`config.mk`:
```
export PLATFORM = sky130hd
export DESIGN_NAME = two_class_fifo_exclusion_arbiter_core
export DESIGN_NICKNAME = d
export VERILOG_FILES = /design/src/hw/rtl/tcfxa_pkg.sv /design/src/hw/rtl/two_class_fifo_exclusion_arbiter_core.sv /design/src/hw/rtl/tcfxa_ram.sv /design/src/hw/rtl/tcfxa_occ_unit.sv
export SDC_FILE = /design/constraint.sdc
export NUM_CORES = 2
export LEC_CHECK = 0
export BUFFER_PORTS_ARGS = -buffer_cell sky130_fd_sc_hd__buf_2
export CORE_MARGIN = 5
export CORE_UTILIZATION = 60
export DETAILED_ROUTE_END_ITERATION = 7
export HOLD_SLACK_MARGIN = 0.06
export PLACE_DENSITY_LB_ADDON = 0.08
export SLEW_MARGIN = 20
export SYNTH_ARGS = -nofsm -noshare
export SYNTH_HDL_FRONTEND = slang
export SYNTH_SLANG_ARGS = --single-unit
```
`constraint.sdc`:
```
create_clock -name clk -period 9.5 [get_ports clk]
set_input_delay 1.9 -clock clk [delete_from_list [all_inputs] [get_ports clk]]
set_output_delay 1.9 -clock clk [all_outputs]
set_load 0.01 [all_outputs]
```
`src/hw/rtl/tcfxa_pkg.sv`:
```
// shared types and constants of the two-class fifo exclusion arbiter
// no dependencies
`default_nettype none

package tcfxa_pkg;

  localparam int QUEUE_DEPTH = 128;
  localparam int PTR_W       = $clog2(QUEUE_DEPTH);
  localparam int CNT_W       = $clog2(QUEUE_DEPTH + 1);
  localparam int ID_W        = 16;
  localparam int ENTRY_W     = ID_W + 1;
  localparam int OCC_W       = 4;
  localparam int CAP_W       = 4;
  localparam int MAX_RESULTS = 16;
  localparam int RES_W       = $clog2(MAX_RESULTS + 1);

  localparam logic [CAP_W-1:0] CAPACITY_RESET = CAP_W'(3);

  localparam logic REQ_ARRIVE = 1'b0;
  localparam logic REQ_DEPART = 1'b1;

  typedef enum logic [1:0] {
    EV_ADMIT     = 2'd0,
    EV_DROP      = 2'd1,
    EV_UNDERFLOW = 2'd2
  } event_kind_t;

  typedef enum logic {
    OP_LEAVE = 1'b0,
    OP_ADMIT = 1'b1
  } occ_op_t;

  typedef struct packed {
    logic [OCC_W-1:0] inside_a;
    logic [OCC_W-1:0] inside_b;
  } occ_t;

  typedef struct packed {
    logic ok;
    occ_t occ;
  } occ_res_t;

endpackage

`default_nettype wire

```
`src/hw/rtl/two_class_fifo_exclusion_arbiter_core.sv`:
```
// top level of the two-class fifo exclusion arbiter: sequencer, wait queue and output stage
// depends on tcfxa_pkg, tcfxa_ram and tcfxa_occ_unit
`default_nettype none

// Arrivals join a 128-entry wait ring; departures free one place of their class.
// After each item the queue heads are admitted in order while the head's class
// matches the occupants (or nobody is inside), its count is below capacity and
// the item has fewer than 16 results. The block takes one item at a time: an
// item passes accept, head read, check and flush, without the check when the
// queue is empty; each admission adds a head read and check, as the wait ram's
// registered read feeds the shared occupancy check. A waiting downstream stalls
// the block. No clearing pass follows reset; capacity resets to 3.
module two_class_fifo_exclusion_arbiter_core (
  input  wire logic                          clk,
  input  wire logic                          rst,
  input  wire logic                          cfg_we,
  input  wire logic [tcfxa_pkg::CAP_W-1:0]   cfg_wdata,
  input  wire logic                          s_axis_tvalid,
  output logic                               s_axis_tready,
  input  wire logic [15:0]                   s_axis_tdata,  // user_id
  input  wire logic [1:0]                    s_axis_tuser,  // req_type, user_class
  output logic                               m_axis_tvalid,
  input  wire logic                          m_axis_tready,
  output logic      [15:0]                   m_axis_tdata,  // person_id
  output logic      [2:0]                    m_axis_tuser,  // event_kind[1:0], person_class
  output logic                               m_axis_tlast
);

  typedef enum logic [1:0] {
    ST_IDLE,
    ST_READ,
    ST_CHECK,
    ST_FLUSH
  } state_t;

  state_t                          state;
  logic [tcfxa_pkg::PTR_W-1:0]     head;
  logic [tcfxa_pkg::CNT_W-1:0]     count;
  logic [tcfxa_pkg::RES_W-1:0]     n_res;
  logic [tcfxa_pkg::CAP_W-1:0]     capacity;
  tcfxa_pkg::occ_t                 occ;

  logic                            pend_valid;
  tcfxa_pkg::event_kind_t          pend_kind;
  logic [tcfxa_pkg::ID_W-1:0]      pend_id;
  logic                            pend_cls;

  logic                            accept;
  logic                            arrive;
  logic                            full;
  logic                            out_free;
  logic                            out_load;
  logic [tcfxa_pkg::PTR_W:0]       tail_sum;
  logic [tcfxa_pkg::PTR_W-1:0]     tail;
  logic [tcfxa_pkg::PTR_W-1:0]     head_next;

  logic                            ram_we;
  logic                            ram_re;
  logic [tcfxa_pkg::ENTRY_W-1:0]   ram_rdata;

  tcfxa_pkg::occ_op_t              unit_op;
  logic                            unit_cls;
  tcfxa_pkg::occ_res_t             unit_res;

  assign s_axis_tready = (state == ST_IDLE);
  assign accept        = s_axis_tvalid && s_axis_tready;
  assign arrive        = (s_axis_tuser[0] == tcfxa_pkg::REQ_ARRIVE);
  assign full          = (count == tcfxa_pkg::CNT_W'(tcfxa_pkg::QUEUE_DEPTH));
  assign out_free      = !m_axis_tvalid || m_axis_tready;
  assign out_load      = pend_valid && out_free &&
                         (((state == ST_CHECK) && unit_res.ok) || (state == ST_FLUSH));

  always_comb begin
    tail_sum = {1'b0, head} + (tcfxa_pkg::PTR_W + 1)'(count);
    if (tail_sum >= (tcfxa_pkg::PTR_W + 1)'(tcfxa_pkg::QUEUE_DEPTH)) begin
      tail_sum = tail_sum - (tcfxa_pkg::PTR_W + 1)'(tcfxa_pkg::QUEUE_DEPTH);
    end
    tail = tail_sum[tcfxa_pkg::PTR_W-1:0];
    if (head == tcfxa_pkg::PTR_W'(tcfxa_pkg::QUEUE_DEPTH - 1)) begin
      head_next = '0;
    end else begin
      head_next = head + tcfxa_pkg::PTR_W'(1);
    end
  end

  assign ram_we = accept && arrive && !full;
  assign ram_re = (state == ST_READ);

  tcfxa_ram #(
    .WIDTH (tcfxa_pkg::ENTRY_W),
    .DEPTH (tcfxa_pkg::QUEUE_DEPTH)
  ) u_wait_ram (
    .clk   (clk),
    .we    (ram_we),
    .waddr (tail),
    .wdata ({s_axis_tuser[1], s_axis_tdata}),
    .re    (ram_re),
    .raddr (head),
    .rdata (ram_rdata)
  );

  assign unit_op  = (state == ST_CHECK) ? tcfxa_pkg::OP_ADMIT : tcfxa_pkg::OP_LEAVE;
  assign unit_cls = (state == ST_CHECK) ? ram_rdata[tcfxa_pkg::ID_W] : s_axis_tuser[1];

  tcfxa_occ_unit u_occ (
    .op       (unit_op),
    .cls      (unit_cls),
    .occ      (occ),
    .capacity (capacity),
    .res      (unit_res)
  );

  always_ff @(posedge clk) begin
    if (rst) begin
      state         <= ST_IDLE;
      head          <= '0;
      count         <= '0;
      n_res         <= '0;
      capacity      <= tcfxa_pkg::CAPACITY_RESET;
      occ           <= '0;
      pend_valid    <= 1'b0;
      m_axis_tvalid <= 1'b0;
    end else begin
      if (cfg_we) begin
        capacity <= cfg_wdata;
      end
      if (m_axis_tready && !out_load) begin
        m_axis_tvalid <= 1'b0;
      end
      case (state)
        ST_IDLE: begin
          if (accept) begin
            state <= ST_READ;
            if (arrive) begin
              if (!full) begin
                count <= count + tcfxa_pkg::CNT_W'(1);
                n_res <= '0;
              end else begin
                pend_valid <= 1'b1;
                pend_kind  <= tcfxa_pkg::EV_DROP;
                pend_id    <= s_axis_tdata;
                pend_cls   <= s_axis_tuser[1];
                n_res      <= tcfxa_pkg::RES_W'(1);
              end
            end else begin
              if (unit_res.ok) begin
                occ   <= unit_res.occ;
                n_res <= '0;
              end else begin
                pend_valid <= 1'b1;
                pend_kind  <= tcfxa_pkg::EV_UNDERFLOW;
                pend_id    <= '0;
                pend_cls   <= s_axis_tuser[1];
                n_res      <= tcfxa_pkg::RES_W'(1);
              end
            end
          end
        end
        ST_READ: begin
          if (count == '0 || n_res == tcfxa_pkg::RES_W'(tcfxa_pkg::MAX_RESULTS)) begin
            state <= ST_FLUSH;
          end else begin
            state <= ST_CHECK;
          end
        end
        ST_CHECK: begin
          if (!unit_res.ok) begin
            state <= ST_FLUSH;
          end else if (!pend_valid || out_free) begin
            if (pend_valid) begin
              m_axis_tvalid <= 1'b1;
              m_axis_tdata  <= pend_id;
              m_axis_tuser  <= {pend_cls, pend_kind};
              m_axis_tlast  <= 1'b0;
            end
            pend_valid <= 1'b1;
            pend_kind  <= tcfxa_pkg::EV_ADMIT;
            pend_id    <= ram_rdata[tcfxa_pkg::ID_W-1:0];
            pend_cls   <= ram_rdata[tcfxa_pkg::ID_W];
            occ        <= unit_res.occ;
            head       <= head_next;
            count      <= count - tcfxa_pkg::CNT_W'(1);
            n_res      <= n_res + tcfxa_pkg::RES_W'(1);
            state      <= ST_READ;
          end
        end
        ST_FLUSH: begin
          if (!pend_valid) begin
            state <= ST_IDLE;
          end else if (out_free) begin
            m_axis_tvalid <= 1'b1;
            m_axis_tdata  <= pend_id;
            m_axis_tuser  <= {pend_cls, pend_kind};
            m_axis_tlast  <= 1'b1;
            pend_valid    <= 1'b0;
            state         <= ST_IDLE;
          end
        end
        default: begin
          state <= ST_IDLE;
        end
      endcase
    end
  end

  a_count_bound: assert property (@(posedge clk) disable iff (rst)
    count <= tcfxa_pkg::CNT_W'(tcfxa_pkg::QUEUE_DEPTH))
    else $error("wait count beyond queue depth");

  a_one_class_inside: assert property (@(posedge clk) disable iff (rst)
    !(occ.inside_a != '0 && occ.inside_b != '0))
    else $error("both classes inside at once");

  a_busy_after_accept: assert property (@(posedge clk) disable iff (rst)
    accept |=> !s_axis_tready)
    else $error("ready again straight after an accepted item");

  a_idle_no_pending: assert property (@(posedge clk) disable iff (rst)
    (state == ST_IDLE) |-> !pend_valid)
    else $error("pending result left over in idle");

  a_admit_needs_entry: assert property (@(posedge clk) disable iff (rst)
    (state == ST_CHECK) |-> (count != '0))
    else $error("admission check with an empty queue");

endmodule

`default_nettype wire

```
`src/hw/rtl/tcfxa_ram.sv`:
```
// generic single write port, single read port ram with registered read
// no dependencies
`default_nettype none

module tcfxa_ram #(
  parameter int WIDTH = 8,
  parameter int DEPTH = 16
) (
  input  wire logic                     clk,
  input  wire logic                     we,
  input  wire logic [$clog2(DEPTH)-1:0] waddr,
  input  wire logic [WIDTH-1:0]         wdata,
  input  wire logic                     re,
  input  wire logic [$clog2(DEPTH)-1:0] raddr,
  output logic      [WIDTH-1:0]         rdata
);

  logic [WIDTH-1:0] mem [DEPTH];

  always_ff @(posedge clk) begin
    if (we) begin
      mem[waddr] <= wdata;
    end
    if (re) begin
      rdata <= mem[raddr];
    end
  end

endmodule

`default_nettype wire

```
`src/hw/rtl/tcfxa_occ_unit.sv`:
```
// shared occupancy unit: admission check with increment, departure with decrement
// depends on tcfxa_pkg
`default_nettype none

module tcfxa_occ_unit (
  input  wire tcfxa_pkg::occ_op_t             op,
  input  wire logic                           cls,
  input  wire tcfxa_pkg::occ_t                occ,
  input  wire logic [tcfxa_pkg::CAP_W-1:0]    capacity,
  output tcfxa_pkg::occ_res_t                 res
);

  logic [tcfxa_pkg::OCC_W-1:0] own;
  logic [tcfxa_pkg::OCC_W-1:0] other;
  logic [tcfxa_pkg::OCC_W-1:0] own_next;
  logic                        ok;

  always_comb begin
    own      = cls ? occ.inside_b : occ.inside_a;
    other    = cls ? occ.inside_a : occ.inside_b;
    own_next = own;
    ok       = 1'b0;
    case (op)
      tcfxa_pkg::OP_ADMIT: begin
        ok       = (other == '0) && (own < capacity);
        own_next = own + tcfxa_pkg::OCC_W'(1);
      end
      tcfxa_pkg::OP_LEAVE: begin
        ok       = (own != '0);
        own_next = own - tcfxa_pkg::OCC_W'(1);
      end
      default: begin
        ok = 1'b0;
      end
    endcase
    res.ok  = ok;
    res.occ = occ;
    if (cls) begin
      res.occ.inside_b = own_next;
    end else begin
      res.occ.inside_a = own_next;
    end
  end

endmodule

`default_nettype wire
```
## After elaboration in Yosys (flattened, before gate mapping)

Memories as Yosys holds them, arrays and structs flattened. A register that Yosys moved wholly into a read port is not among the register bits.
Cells that the tools add are included.

| storage, ports and cells | value |
|---|---|
| register bits | 75 |
| RAM bits | 2,176 |
| input bits | 27 |
| output and inout bits | 22 |
| word-level logic and storage cells | 173 |
| memories kept | 1 |

Memories:

| name | depth | bits a word | rd ports | clocked after Yosys merged registers in | wr ports | RTL line | source |
|---|---|---|---|---|---|---|---|
| u_wait_ram.mem | 128 | 17 | 1 | 1 | 1 | tcfxa_ram.sv:18 | `logic [WIDTH-1:0] mem [DEPTH];` |

| operators by class | value |
|---|---|
| add/sub/neg operators | 8 |
| order comparisons | 2 |
| equal/unequal tests | 20 |
| mux-type cells | 93 |
| bitwise operators | 3 |
| reduce and logical (&&, ||, !) cells | 31 |

Operators with widths:

| cell | number |
|---|---|
| 16-bit two-way mux | 11 |
| 8-bit two-way mux | 10 |
| 16-bit case mux with 2 select lines | 2 |
| 1-bit two-way mux | 32 |
| 8-bit case mux with 2 select lines | 2 |
| 2-bit two-way mux | 11 |
| 5-bit two-way mux | 4 |
| 6-bit AND reduction | 3 |
| 4-bit two-way mux | 4 |
| 3-bit two-way mux | 5 |
| 7-bit two-way mux | 2 |
| 7-bit AND reduction | 2 |
| 2-bit by 1-bit inequality test with 1-bit output, second input constant | 5 |
| 2-bit inequality test, second input constant | 5 |
| 5-bit case mux with 2 select lines | 1 |
| 3-bit inequality test, second input constant | 3 |
| 7-bit by 8-bit adder with 8-bit output | 1 |
| 8-bit by 1-bit adder with 8-bit output, second input constant | 1 |
| 8-bit equality test, second input constant | 1 |
| 8-bit >= comparator, second input constant | 1 |
| 1-bit logical AND | 8 |
| 8-bit zero test | 1 |
| 1-bit case mux with 2 select lines | 4 |
| 2-bit case mux with 4 select lines | 1 |
| other kinds (26) | 37 |

## Logic depth before layout (Yosys ltp)

| logic depth | value |
|---|---|
| depth after elaboration | 16 |
| mapped depth | 13 |
| mapped depth without buffers | 12 |

## By module

From an unflattened synthesis, not the netlist that was laid out.

| unflattened totals | value |
|---|---|
| cell total of the unflattened synthesis | 3,656 |
| area, all modules | 87,559.0 um^2 |

By module, submodules not included:

| module | instances | cells an instance | area an instance (um^2) | seq. area each (um^2) |
|---|---|---|---|---|
| tcfxa_ram | 1 | 3,269 | 83,582.7 | 65,853.2 |
| two_class_fifo_exclusion_arbiter_core | 1 | 338 | 3,583.4 | 1,891.8 |
| tcfxa_occ_unit | 1 | 49 | 392.9 | 0.0 |

## Worst setup path before layout

Ideal clock, no wire load.

| timing | value |
|---|---|
| path type | input-to-reg |
| start | input port s_axis_tuser[1] |
| end | register pend_cls (enable) |
| setup time | 428 ps |
| data arrival time | 5,189 ps |
| data required time | 9,072 ps |
| slack | 3,883 ps |
| cell stages on the path | 10 |
| buffers on the path | 1 |
| path through | a21oi_4 -> inv_4 -> mux2i_1 -> inv_1 -> ha_1 -> a21o_1 -> a2111oi_2 -> o21ai_2 -> buf_6 -> a221oi_1 |

| on the way | value |
|---|---|
| word-level cells in the longest chain between the ends | 7 |
| elaborated cells on any way between the ends | 11 |
| those cells by class | order compare (1); eq/ne (2); mux (4); reduce/logical (4) |

RTL lines:

| element | RTL line | source |
|---|---|---|
| start, declared | two_class_fifo_exclusion_arbiter_core.sv:21 | `input wire logic [1:0] s_axis_tuser,` |
| 1-bit two-way mux * | two_class_fifo_exclusion_arbiter_core.sv:103 | `assign unit_cls = (state == ST_CHECK) ? ram_rdata[tcfxa_pkg::ID_W] : s_axis_tuser[1];` |
| named net u_occ.cls | tcfxa_occ_unit.sv:7 | `input wire logic cls,` |
| 4-bit two-way mux (on tied branches) | tcfxa_occ_unit.sv:19, tcfxa_occ_unit.sv:20 |  |
| 4-bit less-than comparator / 4-bit zero test (equally long branches) | tcfxa_occ_unit.sv:25 | `ok = (other == '0) && (own < capacity);` |
| 1-bit logical AND | tcfxa_occ_unit.sv:25 |  |
| 1-bit case mux with 2 select lines * | tcfxa_occ_unit.sv:23 | `case (op)` |
| 3-bit inequality test (no line) / 2-bit by 1-bit inequality test with 1-bit output (equally long branches) | -- |  |
| 7-bit AND reduction (no line) * | -- |  |
| end signal, assigned | two_class_fifo_exclusion_arbiter_core.sv:142 | `pend_cls <= s_axis_tuser[1];` |
| end signal, assigned | two_class_fifo_exclusion_arbiter_core.sv:153 | `pend_cls <= s_axis_tuser[1];` |
| end signal, assigned | two_class_fifo_exclusion_arbiter_core.sv:179 | `pend_cls <= ram_rdata[tcfxa_pkg::ID_W];` |
| end, declared | two_class_fifo_exclusion_arbiter_core.sv:46 | `logic pend_cls;` |

The timed path passes the listed nets; every way through them passes the cells marked *.
A chain may end at the register's enable or synchronous reset.

==> flow_summary.toml <==
[clock_tree]
clock_tree_from_tritoncts = "built"
cts_post_setup_buffers_inserted = 0
cts_hold_buffers = 0
cts_root_buf = "clkbuf_16"
clkSlewWorstSetupHoldPaths_ns = 0.06
tritoncts.num_buffers = 217
ctsResizeCount = 0
h-tree-depth = 4
cts_buffer_depth = 3
clock_sink_count = 2268
clock_insertion_delay_worst_skew_ns = 0.84

[pwr]
power_dens_cells_nw_per_um2 = 238.5
p_leak_nw = 29.46
ir_drop_v = 0.0001960

[sta]
period_minus_slack_ns = 5.187
final_min_period_over_clock_period = 0.5460
setup_ws_ns = 4.313
setup_viol = 0
hold_slack_ns = 0.4174
timing.fmax_ghz = 0.1928
grt_setup_unrepaired = "false"
report.final.slew_viol_count = 0
timing.max_slew.rel_slack = 0.04567
hold_viol = 0
skew_ns = 0.02768
worst_slew_pin_slew_ns = 1.431
setup_total_negative_slack_ns = 0

[cells_and_area]
filler_cell_count = 9214
nets_final = 4347
area.growth.synth_to_final_pct = 11.26
drive_above_1_share = 0.2598

[floorplanning]
boundary_pin_count = 49
die_w_um = 393.5
initial_utilization = 0.6049
chipHeight_um = 393.5
floorplan.die_area_um2 = 154900
placement_rows = 140
design.core.area_um2 = 145900

[logic_synthesis]
synthesis.area_per_instance_um2 = 21.20
synth-xor-area-share = 0.002778
synth_compound_area_frac = 0.02934
syn_inst = 4163
yosys_warnings = 0
muxShareOfSynthArea = 0.1615
ys_ff_latch = 2268
asyncSetResetFlopFracSynth = 0
post_synth_most_frequent_cells = "edfxtp_1, mux4_2, mux2i_1"
ys_types = 65
synth_nets = 4213
yosys-top-cells-area = "edfxtp_1, mux4_2, mux2i_1"
simple_logic_cell_fraction_of_the_synthesized_area = 0.02240
netlist.top_cell.by_area = "edfxtp_1"
synth.cell_area_um2 = 88260
synth.top_cell.area_share = 0.7594
ys_dominant_reg_cell = "edfxtp_1"
seq_area_frac_synth = 0.7675
edff_count_synth = 2232
synthMostInstantiatedCell = "edfxtp_1"
synth_top_family_by_area = "multiplexers"
synth_adder_area_share = 0.003516

[placed_design]
port_bufs = 48
dp_hpwl_um = 135100
pre_cts_ws_ns = 3.747
place.gp.congestion = 0.8844

[worst_setup_path]
worst_setup_path_start_kind = "flip-flop"
critical_path_arrival_ns = 5.71
reg2reg_setup_slack_ns = 4.31
setup.worst_path.end_class = "flip-flop"
critical_path.max_fanout = 41
crit_start = "head[0]$_SDFFE_PP0P_"
r2r-start = "head[0]$_SDFFE_PP0P_"
worst_ep_required_time_ns = 10.02
worstSetupPathType = "flip-flop to flip-flop"

[detailed_routing]
drc = 0
detailedRoute.firstPassIterationCount = 7
route.antenna.remaining_nets = 0
wl_met3_um = 23940
wire_per_inst_um = 35.11
detailroute.wirelength.met2_um = 105200
mean_number_of_vias_per_cell = 6.781
vias = 43389
routedLengthMet1_um = 88520
initialDrtViolationCount = 5624
wirelength_um = 224700
top_layer = "met5"

[status]
run_status = "completed"

[global_routing]
grt_pass1_vias = 42198
grt_antenna_before_repair = 7
grt_pass1_wl_um = 318600
globalRouteTotalUtil = 0.2899
grt_max_degree = 106
globalRoute.totalOverflow = 0

[run]
max_cap_violations = 0

[min_path]
beginning_of_the_worst_hold_path = "pend_id[12]$_DFFE_PP_"
min_delay_worst_type = "flip-flop to flip-flop"
placed cells by master, fill, tap and decap left out, types with 8 or more instances in the layout:
cell       instances
inv_1             22
nand3b_1          17
clkbuf_8          10
nor2_4            17
ha_1              20
mux2_2            47
a211oi_1          46
a22oi_1           39
nand3_1           11
nor3_1            14
o211ai_1          18
a21boi_0          16
a21oi_1           70
buf_4             98
nand2b_1          10
mux4_2           520
clkinv_2          37
nor2_1            68
nor2_2           111
nand2_1          130
buf_2             31
mux2i_1          201
clkbuf_1          55
xnor2_1           19
nor2b_1           32
bufinv_16         21
xor2_1             9
and2_1             8
clkbuf_16        220
a31oi_1           29
o21ai_0           62
clkinv_1          36
a221oi_1          19
edfxtp_1        2232
dfxtp_1           30
o22ai_1           26
per-layer routing:
metal	vias to the layer above	GRT usage
met5	-	0
met3	341	0.07279
met2	2397	0.4404
li1	17632	-
met1	23017	0.4278
met4	2	0.08433
final cells by class:
cell class	instances	area (um2)	share of cell area
inverters	23	88.84	0.0009046
flip-flops and latches	2268	67760	0.6900
diodes	5	12.51	0.0001274
clock inverters	114	1212	0.01235
well taps	1917	2399	0.02442
multi-input cells	1651	19830	0.2020
repair buffers	136	1046	0.01065
clock buffers	285	5849	0.05956
worst paths after layout:
kind,end,cells after the start
min,m_axis_tdata[12]$_DFFE_PP_,0
min reg2reg,m_axis_tdata[12]$_DFFE_PP_,0
max,u_wait_ram.rdata[3]$_DFFE_PP_,7
max reg2reg,u_wait_ram.rdata[3]$_DFFE_PP_,7
per-stage QoR:
step	total power (W)	cells	area, um2	util
final	0.02342	6399	98200	0.6730
after global routing	0.02419	6395	98190	0.6729
after CTS	0.02353	6393	98090	0.6723
after detailed placement	0.01507	5994	91030	0.6239
after global placement	0.01504	5993	90970	0.6234
after floorplan	0.01395	4163	88260	-
critical path, cell delays in order (launching register included):
cell	delay [ns]
dfxtp_4	0.80
buf_4	0.77
buf_4	0.72
mux4_2	0.61
mux2i_1	0.36
o21ai_0	0.18
a221oi_1	1.21
a21oi_1	0.08
flip-flops by register name (all words and copies together) (netlist names):
signal            cells
pend_valid            1
m_axis_tuser          3
m_axis_tlast          1
head                  7
n_res                 5
m_axis_tvalid         1
m_axis_tdata         16
occ                   8
pend_kind             2
state                 2
u_wait_ram.rdata     17
capacity              4
u_wait_ram.mem     2176
pend_id              16
pend_cls              1
count                 8
kinds of logic after synthesis:
group	count (synthesis)
flops	2268
mux	768
simple gates	448
compound gates	384
buf+inv	244
xor+xnor	28
fa+ha+maj	23
power breakdown:
group	switching, W	internal [W]	total, W
clock	0.00365	0.00490	0.00856
combinational	0.00201	0.00155	0.00356
sequential	0.000150	0.0112	0.0113
No activity file was read; power rests on OpenSTA's default activity.
